File: config.mk
export PLATFORM = sky130hd
export DESIGN_NAME = preemptive_priority_scheduler_core
export DESIGN_NICKNAME = d
export VERILOG_FILES = /design/src/rtl/core/pps_pkg.sv /design/src/rtl/core/pps_cell.sv /design/src/rtl/core/preemptive_priority_scheduler_core.sv
export SDC_FILE = /design/constraint.sdc
export NUM_CORES = 2
export LEC_CHECK = 0
export ABC_AREA = 0
export BUFFER_PORTS_ARGS = -buffer_cell sky130_fd_sc_hd__buf_4
export CORE_UTILIZATION = 30
export DETAILED_ROUTE_END_ITERATION = 10
export PLACE_DENSITY_LB_ADDON = 0.05
export SLEW_MARGIN = 20
export SYNTH_ARGS = -nofsm -noshare
export SYNTH_HDL_FRONTEND = slang
export SYNTH_SLANG_ARGS = --single-unit
File: constraint.sdc
create_clock -name i_clk -period 18.3 [get_ports i_clk]
set_input_delay 3.66 -clock i_clk [delete_from_list [all_inputs] [get_ports i_clk]]
set_output_delay 3.66 -clock i_clk [all_outputs]
set_load 0.02 [all_outputs]
File: src/rtl/core/pps_pkg.sv
// shared constants, codes and control types for the priority scheduler
package pps_pkg;

    // default sizing
    localparam int MAX_PROCS_DEF  = 16;
    localparam int TIME_WIDTH_DEF = 16;

    // fixed field widths
    localparam int PRI_W    = 8;
    localparam int STATUS_W = 2;

    // item opcodes
    localparam logic OP_LOAD = 1'b0;
    localparam logic OP_TICK = 1'b1;

    // result status codes
    localparam logic [STATUS_W-1:0] ST_OK   = 2'd0;
    localparam logic [STATUS_W-1:0] ST_FULL = 2'd1;
    localparam logic [STATUS_W-1:0] ST_ZERO = 2'd2;

    // per-cell control from the sequencer
    typedef struct packed {
        logic load;  // write a new task entry into this cell
        logic upd;   // this cell's task runs for one unit
    } t_cell_ctl;

endpackage

File: src/rtl/core/pps_cell.sv
// one task slot of the scheduler chain: holds the entry, forwards the best candidate
module pps_cell #(
    parameter int MAX_PROCS  = pps_pkg::MAX_PROCS_DEF,
    parameter int TIME_WIDTH = pps_pkg::TIME_WIDTH_DEF,
    parameter int IDX        = 0
) (
    input  logic                          i_clk,
    input  logic                          i_rst_n,
    input  pps_pkg::t_cell_ctl            i_ctl,
    input  logic [TIME_WIDTH-1:0]         i_time,
    input  logic [TIME_WIDTH-1:0]         i_ld_arr,
    input  logic [TIME_WIDTH-1:0]         i_ld_burst,
    input  logic [pps_pkg::PRI_W-1:0]     i_ld_pri,
    // candidate from the lower neighbor
    input  logic                          i_found,
    input  logic [$clog2(MAX_PROCS)-1:0]  i_idx,
    input  logic [pps_pkg::PRI_W-1:0]     i_pri,
    input  logic [TIME_WIDTH-1:0]         i_arr,
    input  logic [TIME_WIDTH-1:0]         i_burst,
    input  logic [TIME_WIDTH-1:0]         i_rem,
    input  logic [TIME_WIDTH-1:0]         i_first,
    input  logic                          i_started,
    // candidate to the upper neighbor
    output logic                          o_found,
    output logic [$clog2(MAX_PROCS)-1:0]  o_idx,
    output logic [pps_pkg::PRI_W-1:0]     o_pri,
    output logic [TIME_WIDTH-1:0]         o_arr,
    output logic [TIME_WIDTH-1:0]         o_burst,
    output logic [TIME_WIDTH-1:0]         o_rem,
    output logic [TIME_WIDTH-1:0]         o_first,
    output logic                          o_started
);

    localparam int IW = $clog2(MAX_PROCS);

    logic                      r_loaded;
    logic                      r_started;
    logic [TIME_WIDTH-1:0]     r_arr;
    logic [TIME_WIDTH-1:0]     r_burst;
    logic [pps_pkg::PRI_W-1:0] r_pri;
    logic [TIME_WIDTH-1:0]     r_rem;
    logic [TIME_WIDTH-1:0]     r_first;

    logic                      r_c_found;
    logic [IW-1:0]             r_c_idx;
    logic [pps_pkg::PRI_W-1:0] r_c_pri;
    logic [TIME_WIDTH-1:0]     r_c_arr;
    logic [TIME_WIDTH-1:0]     r_c_burst;
    logic [TIME_WIDTH-1:0]     r_c_rem;
    logic [TIME_WIDTH-1:0]     r_c_first;
    logic                      r_c_started;

    logic ready;
    logic take;

    // this slot is eligible and beats the incoming candidate
    assign ready = r_loaded && (r_arr <= i_time) && (r_rem != '0);
    assign take  = ready && (!i_found || (r_pri < i_pri) ||
                             ((r_pri == i_pri) && (r_arr < i_arr)));

    // valid and started flags
    always_ff @(posedge i_clk) begin
        if (!i_rst_n) begin
            r_loaded  <= 1'b0;
            r_started <= 1'b0;
            r_c_found <= 1'b0;
        end else begin
            r_c_found <= take || i_found;
            if (i_ctl.load) begin
                r_loaded  <= 1'b1;
                r_started <= 1'b0;
            end else if (i_ctl.upd) begin
                r_started <= 1'b1;
            end
        end
    end

    // task entry
    always_ff @(posedge i_clk) begin
        if (i_ctl.load) begin
            r_arr   <= i_ld_arr;
            r_burst <= i_ld_burst;
            r_pri   <= i_ld_pri;
            r_rem   <= i_ld_burst;
        end else if (i_ctl.upd) begin
            r_rem <= r_rem - 1'b1;
            if (!r_started) begin
                r_first <= i_time;
            end
        end
    end

    // candidate stage toward the next cell
    always_ff @(posedge i_clk) begin
        if (take) begin
            r_c_idx     <= IW'(IDX);
            r_c_pri     <= r_pri;
            r_c_arr     <= r_arr;
            r_c_burst   <= r_burst;
            r_c_rem     <= r_rem;
            r_c_first   <= r_first;
            r_c_started <= r_started;
        end else begin
            r_c_idx     <= i_idx;
            r_c_pri     <= i_pri;
            r_c_arr     <= i_arr;
            r_c_burst   <= i_burst;
            r_c_rem     <= i_rem;
            r_c_first   <= i_first;
            r_c_started <= i_started;
        end
    end

    assign o_found   = r_c_found;
    assign o_idx     = r_c_idx;
    assign o_pri     = r_c_pri;
    assign o_arr     = r_c_arr;
    assign o_burst   = r_c_burst;
    assign o_rem     = r_c_rem;
    assign o_first   = r_c_first;
    assign o_started = r_c_started;

endmodule

File: src/rtl/core/preemptive_priority_scheduler_core.sv
// Load beat: result strobe in the cycle after the beat is taken, busy stays low.
// Tick beat: busy while the best candidate ripples one cell per cycle through
// the slot chain, then the result strobe; a new beat is taken only once busy
// has dropped, so the scan length is set by chain length.
// The result is shown for one cycle only; the receiver cannot stall it.
// Synchronous active-low reset empties the table and clears time and counts.
module preemptive_priority_scheduler_core #(
    parameter int MAX_PROCS  = pps_pkg::MAX_PROCS_DEF,
    parameter int TIME_WIDTH = pps_pkg::TIME_WIDTH_DEF
) (
    input  logic                                 i_clk,
    input  logic                                 i_rst_n,
    input  logic                                 start,
    output logic                                 busy,
    input  logic                                 i_op,
    input  logic [TIME_WIDTH-1:0]                i_arrival_time,
    input  logic [TIME_WIDTH-1:0]                i_burst_length,
    input  logic [pps_pkg::PRI_W-1:0]            i_task_priority,
    output logic                                 o_valid,
    output logic [pps_pkg::STATUS_W-1:0]         o_status,
    output logic [$clog2(MAX_PROCS+1)-1:0]       o_running_pid,
    output logic [TIME_WIDTH-1:0]                o_time_now,
    output logic                                 o_finished,
    output logic [TIME_WIDTH-1:0]                o_turnaround,
    output logic [TIME_WIDTH-1:0]                o_waiting,
    output logic [TIME_WIDTH-1:0]                o_response_delay,
    output logic                                 o_all_done
);

    localparam int CW = $clog2(MAX_PROCS+1);
    localparam int IW = $clog2(MAX_PROCS);
    localparam logic [TIME_WIDTH-1:0] TIME_MAX = '1;
    localparam logic [CW-1:0] CNT_LAST = CW'(MAX_PROCS);
    localparam logic [CW-1:0] CNT_FULL = CW'(MAX_PROCS);

    localparam logic S_IDLE = 1'b0;
    localparam logic S_SCAN = 1'b1;

    // sequencer and scheduler state
    logic                      r_state, n_state;
    logic [CW-1:0]             r_cnt, n_cnt;
    logic [TIME_WIDTH-1:0]     r_time, n_time;
    logic [CW-1:0]             r_task_cnt, n_task_cnt;
    logic [CW-1:0]             r_done_cnt, n_done_cnt;

    // result registers
    logic                          r_valid, n_valid;
    logic [pps_pkg::STATUS_W-1:0]  r_status, n_status;
    logic [CW-1:0]                 r_pid, n_pid;
    logic [TIME_WIDTH-1:0]         r_time_now;
    logic                          r_fin, n_fin;
    logic [TIME_WIDTH-1:0]         r_tat, n_tat;
    logic [TIME_WIDTH-1:0]         r_wt, n_wt;
    logic [TIME_WIDTH-1:0]         r_resp, n_resp;
    logic                          r_all_done;

    // candidate chain, element 0 is the empty candidate
    logic                      c_found   [MAX_PROCS+1];
    logic [IW-1:0]             c_idx     [MAX_PROCS+1];
    logic [pps_pkg::PRI_W-1:0] c_pri     [MAX_PROCS+1];
    logic [TIME_WIDTH-1:0]     c_arr     [MAX_PROCS+1];
    logic [TIME_WIDTH-1:0]     c_burst   [MAX_PROCS+1];
    logic [TIME_WIDTH-1:0]     c_rem     [MAX_PROCS+1];
    logic [TIME_WIDTH-1:0]     c_first   [MAX_PROCS+1];
    logic                      c_started [MAX_PROCS+1];

    pps_pkg::t_cell_ctl        cell_ctl  [MAX_PROCS];

    logic                      accept;
    logic                      scan_end;
    logic                      load_en;
    logic [TIME_WIDTH-1:0]     time_inc;
    logic [TIME_WIDTH-1:0]     first_v;
    logic [TIME_WIDTH-1:0]     tat_v;
    logic                      fin_v;

    assign busy     = (r_state == S_SCAN);
    assign accept   = start && !busy;
    assign scan_end = (r_state == S_SCAN) && (r_cnt == CNT_LAST);
    assign load_en  = accept && (i_op == pps_pkg::OP_LOAD) &&
                      (i_burst_length != '0) && (r_task_cnt != CNT_FULL);

    assign c_found[0]   = 1'b0;
    assign c_idx[0]     = '0;
    assign c_pri[0]     = '0;
    assign c_arr[0]     = '0;
    assign c_burst[0]   = '0;
    assign c_rem[0]     = '0;
    assign c_first[0]   = '0;
    assign c_started[0] = 1'b0;

    // row of task cells
    for (genvar i = 0; i < MAX_PROCS; i++) begin : g_cell
        assign cell_ctl[i].load = load_en && (r_task_cnt == CW'(i));
        assign cell_ctl[i].upd  = scan_end && c_found[MAX_PROCS] &&
                                  (c_idx[MAX_PROCS] == IW'(i));

        pps_cell #(
            .MAX_PROCS  (MAX_PROCS),
            .TIME_WIDTH (TIME_WIDTH),
            .IDX        (i)
        ) u_cell (
            .i_clk      (i_clk),
            .i_rst_n    (i_rst_n),
            .i_ctl      (cell_ctl[i]),
            .i_time     (r_time),
            .i_ld_arr   (i_arrival_time),
            .i_ld_burst (i_burst_length),
            .i_ld_pri   (i_task_priority),
            .i_found    (c_found[i]),
            .i_idx      (c_idx[i]),
            .i_pri      (c_pri[i]),
            .i_arr      (c_arr[i]),
            .i_burst    (c_burst[i]),
            .i_rem      (c_rem[i]),
            .i_first    (c_first[i]),
            .i_started  (c_started[i]),
            .o_found    (c_found[i+1]),
            .o_idx      (c_idx[i+1]),
            .o_pri      (c_pri[i+1]),
            .o_arr      (c_arr[i+1]),
            .o_burst    (c_burst[i+1]),
            .o_rem      (c_rem[i+1]),
            .o_first    (c_first[i+1]),
            .o_started  (c_started[i+1])
        );
    end

    // winner statistics at the end of the chain
    assign time_inc = (r_time == TIME_MAX) ? r_time : r_time + 1'b1;
    assign first_v  = c_started[MAX_PROCS] ? c_first[MAX_PROCS] : r_time;
    assign fin_v    = (c_rem[MAX_PROCS] == TIME_WIDTH'(1));
    assign tat_v    = time_inc - c_arr[MAX_PROCS];

    // sequencer and result formation
    always_comb begin
        n_state    = r_state;
        n_cnt      = r_cnt;
        n_time     = r_time;
        n_task_cnt = r_task_cnt;
        n_done_cnt = r_done_cnt;
        n_valid    = 1'b0;
        n_status   = pps_pkg::ST_OK;
        n_pid      = '0;
        n_fin      = 1'b0;
        n_tat      = '0;
        n_wt       = '0;
        n_resp     = '0;
        unique case (r_state)
            S_IDLE: begin
                if (accept) begin
                    if (i_op == pps_pkg::OP_TICK) begin
                        n_state = S_SCAN;
                        n_cnt   = '0;
                    end else begin
                        n_valid = 1'b1;
                        if (i_burst_length == '0) begin
                            n_status = pps_pkg::ST_ZERO;
                        end else if (r_task_cnt == CNT_FULL) begin
                            n_status = pps_pkg::ST_FULL;
                        end else begin
                            n_task_cnt = r_task_cnt + 1'b1;
                        end
                    end
                end
            end
            S_SCAN: begin
                n_cnt = r_cnt + 1'b1;
                if (scan_end) begin
                    n_state = S_IDLE;
                    n_valid = 1'b1;
                    n_time  = time_inc;
                    if (c_found[MAX_PROCS]) begin
                        n_pid = CW'(c_idx[MAX_PROCS]) + 1'b1;
                        if (fin_v) begin
                            n_fin      = 1'b1;
                            n_done_cnt = r_done_cnt + 1'b1;
                            n_tat      = tat_v;
                            n_wt       = (tat_v >= c_burst[MAX_PROCS]) ?
                                         tat_v - c_burst[MAX_PROCS] : '0;
                            n_resp     = first_v - c_arr[MAX_PROCS];
                        end
                    end
                end
            end
            default: begin
                n_state = S_IDLE;
            end
        endcase
    end

    // control registers
    always_ff @(posedge i_clk) begin
        if (!i_rst_n) begin
            r_state    <= S_IDLE;
            r_cnt      <= '0;
            r_time     <= '0;
            r_task_cnt <= '0;
            r_done_cnt <= '0;
            r_valid    <= 1'b0;
        end else begin
            r_state    <= n_state;
            r_cnt      <= n_cnt;
            r_time     <= n_time;
            r_task_cnt <= n_task_cnt;
            r_done_cnt <= n_done_cnt;
            r_valid    <= n_valid;
        end
    end

    // result beat payload
    always_ff @(posedge i_clk) begin
        if (n_valid) begin
            r_status   <= n_status;
            r_pid      <= n_pid;
            r_time_now <= n_time;
            r_fin      <= n_fin;
            r_tat      <= n_tat;
            r_wt       <= n_wt;
            r_resp     <= n_resp;
            r_all_done <= (n_done_cnt == n_task_cnt);
        end
    end

    assign o_valid          = r_valid;
    assign o_status         = r_status;
    assign o_running_pid    = r_pid;
    assign o_time_now       = r_time_now;
    assign o_finished       = r_fin;
    assign o_turnaround     = r_tat;
    assign o_waiting        = r_wt;
    assign o_response_delay = r_resp;
    assign o_all_done       = r_all_done;

    // checks
    a_valid_idle: assert property (@(posedge i_clk) disable iff (!i_rst_n)
        r_valid |-> (r_state == S_IDLE))
        else $error("result beat while a scan is running");

    a_fin_pid: assert property (@(posedge i_clk) disable iff (!i_rst_n)
        (r_valid && r_fin) |-> (r_pid != '0))
        else $error("completion reported with no running task");

    a_done_le_tasks: assert property (@(posedge i_clk) disable iff (!i_rst_n)
        r_done_cnt <= r_task_cnt)
        else $error("more tasks completed than loaded");

    a_tick_scans: assert property (@(posedge i_clk) disable iff (!i_rst_n)
        (accept && (i_op == pps_pkg::OP_TICK)) |=> (busy && (r_cnt == '0)))
        else $error("tick beat did not start a scan");

endmodule

==> results <==
- The combined area of the multi-input logic cells is 36940 µm².
- The library cell used most frequently in the layout, excluding fill and tap cells, is sky130_fd_sc_hd__dfxtp_1.
- The placement row count is approximately 210.
- In the synthesized netlist the dominant register cell turns out to be sky130_fd_sc_hd__dfxtp_1.
- The path depth of the worst reg2reg path is 22.
- The die is ~590 µm tall.
- The worst hold path class is reg2reg.
- The count of antenna-violating nets left after detailed routing is 0.
- The detail-routed via count per cell is 4.630.
- The total design power is between 10 and 15 mW.
- Timing would allow up to 0.1394 GHz.
- During synthesis, Yosys emitted a total of 0 warnings.
- The total wire length is around 300000 µm.
- For the pin with the worst max-slew slack, the measured transition is between 1000 and 1500 ps.
- The clock skew is 77.30 ps.
- The area of the placeable core is about 340000 µm².
- The initial utilization of the core area, before any placement, comes to 0.3026.
- The peak per-stage delay on the critical path is between 700 and 800 ps.
- For the worst-skew pair, the clock arrives at the later sink with an insertion delay of about 910 ps.
- Counting the buffers created by CTS gives a little over 300.
- Averaged over all synthesized cells, the footprint is approximately 13 µm².
- The synthesized cell area is around 100000 µm².
- The die span in x is 585.8 µm.
- The H-tree generated during clock tree synthesis spans 5 levels.
- The share of flip-flops with an asynchronous set or reset after synthesis is 0.
- Across every metal layer, demand over resource in global routing totals 0.1738.
- The startpoint-to-endpoint class of the critical path is reg2reg.
- Wire segments on met2 add up to about 140000 µm in the final route.
- Setup slack on the worst reg-to-reg path comes out at between 10000 and 15000 ps.
- The synthesized net count is 8579.
- For this run, design rule violations remaining after detail routing come to 0.
- Setup repair after global routing left no endpoint under its margin.
- The number of placed cells counting well taps is ~12000.
- Clock tree synthesis selected as its root buffer the cell sky130_fd_sc_hd__clkbuf_16.
- At the end of routability-driven placement, the weighted congestion stood at between 0.8 and 0.9.
- For this run, the post-layout net count is 8867.
- The I/O pin total is 119.
- The final non-filler cell total is roughly 13000.
- The register clock-pin slew on the reported worst setup and hold paths is approximately 60 ps.
- Wire segments on met3 add up to approximately 11000 µm in the final route.
- TritonCTS built the clock tree.
- The share of the core filled with cells is 0.3521.
- The total vias in the final route is between 50000 and 60000.
- Entering global routing, the biggest net connects 75 pins.
- Setup violations remaining at the end of the flow were counted as 0.
- Hold repair after CTS inserted 0 buffers.
- Along the worst hold path, the cell count comes to 1.
- The hold violation total from the final report is 0.
- The final routed wire length divided by cell count is approximately 23 µm.
- The remaining global-route overflow is 0.
- The kind of capture point of the worst setup path is a flop.
- Summed over all nets, the half-perimeter wirelength after detailed placement is between 200000 and 250000 µm.
- The number of max-slew violations in the final report is 0.
- The setup total negative slack is 0 ps.
- The iteration-0 DRC count of the detailed router is about 3400.
- In the final layout, the share of cells above drive strength 1 is 0.2187.
- After filler insertion, the fill cell instance count of the layout stands at 33003.
- Traced cell by cell, the critical path runs through ha_1 -> nand3_1 -> nor3_1 -> nand2_1 -> xnor2_1 -> ha_1 -> fa_1 -> nor2b_1 -> o21a_1 -> o21ai_0 -> a21oi_1 -> a31oi_1 -> xnor2_1 -> ha_1 -> nand2_1 -> nor2_1 -> a221o_1 -> a211oi_1 -> o2111ai_1 -> o211ai_1 -> buf_4 -> and3b_1.
- Summed over all cells, the static leakage comes to around 44 nW.
- Of the available clock period, the critical path in the final layout requires 0.3921.
- The register area is 62620 µm².
- After synthesis, the netlist uses 80 different library cells.
- The worst pin sits at a relative slew slack of 0.2426.
- The worst setup path is launched from a flop.
- Max-cap violations in this run came to 0.
- The time the final worst path needs with I/O delays and setup is 7175 ps.
- Data arrives at the worst endpoint at around 7800 ps.
- The worst ir drop on vdd is about 60 µV.
- The longest clock path from root to sink contains 4 buffers.
- Compared with the post-synthesis result, the final layout area differs by 16.38%.
- The total of flip-flops plus latches after synthesis is between 2000 and 3000.
- Dividing total power by cell area gives a power density of around 110 nW/µm².
- Clock tree synthesis found a total of 2515 sinks.
- The master of the slowest instance on the critical path is sky130_fd_sc_hd__dfxtp_1.
- The post-CTS setup repair buffer count is 0.
- The required time at the worst-slack endpoint is 18900 ps.
- Leaving out fill and tap cells, the most frequent cells in the layout are sky130_fd_sc_hd__dfxtp_1, sky130_fd_sc_hd__edfxtp_1, sky130_fd_sc_hd__mux2_2.
- The number of synthesized flops with an enable pin is 1225.
- The die area is between 300000 and 400000 µm².
- The detailed router used layers up to and including met4.
- The via count of the first global-routing pass is between 60000 and 70000.
- The count of input and output buffers is roughly 120.
- In the synthesized netlist, the number of instances is approximately 7900.
- The count of TritonRoute iterations in the first routing pass is 6.
- In this run the worst path has a maximum fanout of 19.
- In this design, the critical path's most frequently occurring cell is sky130_fd_sc_hd__ha_1.
- The run finished with clean final reports.
- The initial antenna violation count is 31.
- The total routed wire length on the met1 layer is ~140000 µm.
- The first global-routing pass estimated ~440000 µm of wire.
- The post-cts gate resize count is 0.
- The proportion of synthesized chip area in sequential cells is 0.6124.
==> area by class of cell <==
type	instances	area share
clock buffer	430	0.07354
tap	4515	0.04747
antenna	13	0.0002734
clock inverter	124	0.01130
timing repair buffer	235	0.01504
inverter	500	0.01578
multi-input combinational	4590	0.3104
sequential	2515	0.5262
==> Yosys cell counts (77+ instances only) <==
| library cell | number | area [µm²] |
|---|---|---|
| sky130_fd_sc_hd__edfxtp_1 | 1225 | 36790 |
| sky130_fd_sc_hd__a21oi_1 | 296 | 1481 |
| sky130_fd_sc_hd__nand3_1 | 134 | 670.6 |
| sky130_fd_sc_hd__inv_1 | 493 | 1851 |
| sky130_fd_sc_hd__nand2_1 | 466 | 1749 |
| sky130_fd_sc_hd__ha_1 | 676 | 8458 |
| sky130_fd_sc_hd__nor2_1 | 430 | 1614 |
| sky130_fd_sc_hd__nand4_1 | 77 | 481.7 |
| sky130_fd_sc_hd__dfxtp_1 | 1290 | 25820 |
| sky130_fd_sc_hd__mux2_2 | 1013 | 11410 |
| sky130_fd_sc_hd__o21ai_0 | 297 | 1486 |
| sky130_fd_sc_hd__nor2b_1 | 78 | 488.0 |
| sky130_fd_sc_hd__clkbuf_1 | 162 | 608.1 |
| sky130_fd_sc_hd__xnor2_1 | 186 | 1629 |
| sky130_fd_sc_hd__nor3_1 | 126 | 630.6 |
==> path summary, 6_finish.rpt <==
check / from / end
worst max-delay path: r_time[1] / o_waiting[7]
worst min-delay path: g_cell[6].u_cell.o_idx[0] / g_cell[7].u_cell.o_idx[0]
worst max register to register: r_time[1] / o_waiting[7]
worst min register to register: g_cell[6].u_cell.o_idx[0] / g_cell[7].u_cell.o_idx[0]
==> power by group <==
group          total, mW  internal [mW]  switching [mW]  leakage, nW
combinational      0.410          0.150           0.260         17.5
clock               6.08           3.66            2.42         4.97
sequential          6.02           5.97          0.0450         21.6
total               12.5           9.78            2.72         44.1
==> metal layers <==
metal  track usage  up-vias
met5             0        -
met4       0.04797        0
met3       0.01950      421
met2        0.2848     1032
met1        0.2420    29434
li1              -    28943
==> through the flow <==
step	area, µm²	hold WS (ps)	setup slack [ps]
finish	119000	373.5	11120
global route	119000	391.1	10570
CTS	118900	371.4	11230
detailed placement	108800	392.4	10250
global placement	108800	393.3	10320
floorplan	102200	385.5	11390
==> worst max-delay path: cells and delay by family (launching register included) <==
family | cells | cell delay, ps
AND/OR/NAND/NOR | 7 | 1930
AO/OA/AOI/OAI | 8 | 2170
buffers and inverters | 1 | 240
XOR/XNOR | 2 | 520
adder cells (fa/ha/maj) | 4 | 1300
flip-flops | 1 | 760
==> sequential cells by signal, indices dropped and copies added, names as in the netlist, 49 cells and up <==
| signal | count |
|---|---|
| g_cell.u_cell.o_burst | 256 |
| g_cell.u_cell.r_arr | 256 |
| g_cell.u_cell.o_first | 256 |
| g_cell.u_cell.r_first | 256 |
| g_cell.u_cell.o_rem | 256 |
| g_cell.u_cell.o_pri | 120 |
| g_cell.u_cell.o_idx | 49 |
| g_cell.u_cell.r_pri | 128 |
| g_cell.u_cell.o_arr | 256 |
| g_cell.u_cell.r_rem | 256 |
| g_cell.u_cell.r_burst | 256 |
==> kinds of logic (layout without fill, tap and decap cells) <==
group | after synthesis | count (layout) | synth area share
adder cells (fa/ha/maj) | 679 | 679 | 0.08331
other | 0 | 13 | 0
multiplexers | 1094 | 1094 | 0.1213
AO/OA/AOI/OAI | 984 | 984 | 0.05912
buffers and inverters | 751 | 1289 | 0.02937
flip-flops | 2515 | 2515 | 0.6124
XOR/XNOR | 249 | 249 | 0.02133
AND/OR/NAND/NOR | 1584 | 1584 | 0.07318
No activity file was read; power rests on OpenSTA's default activity.
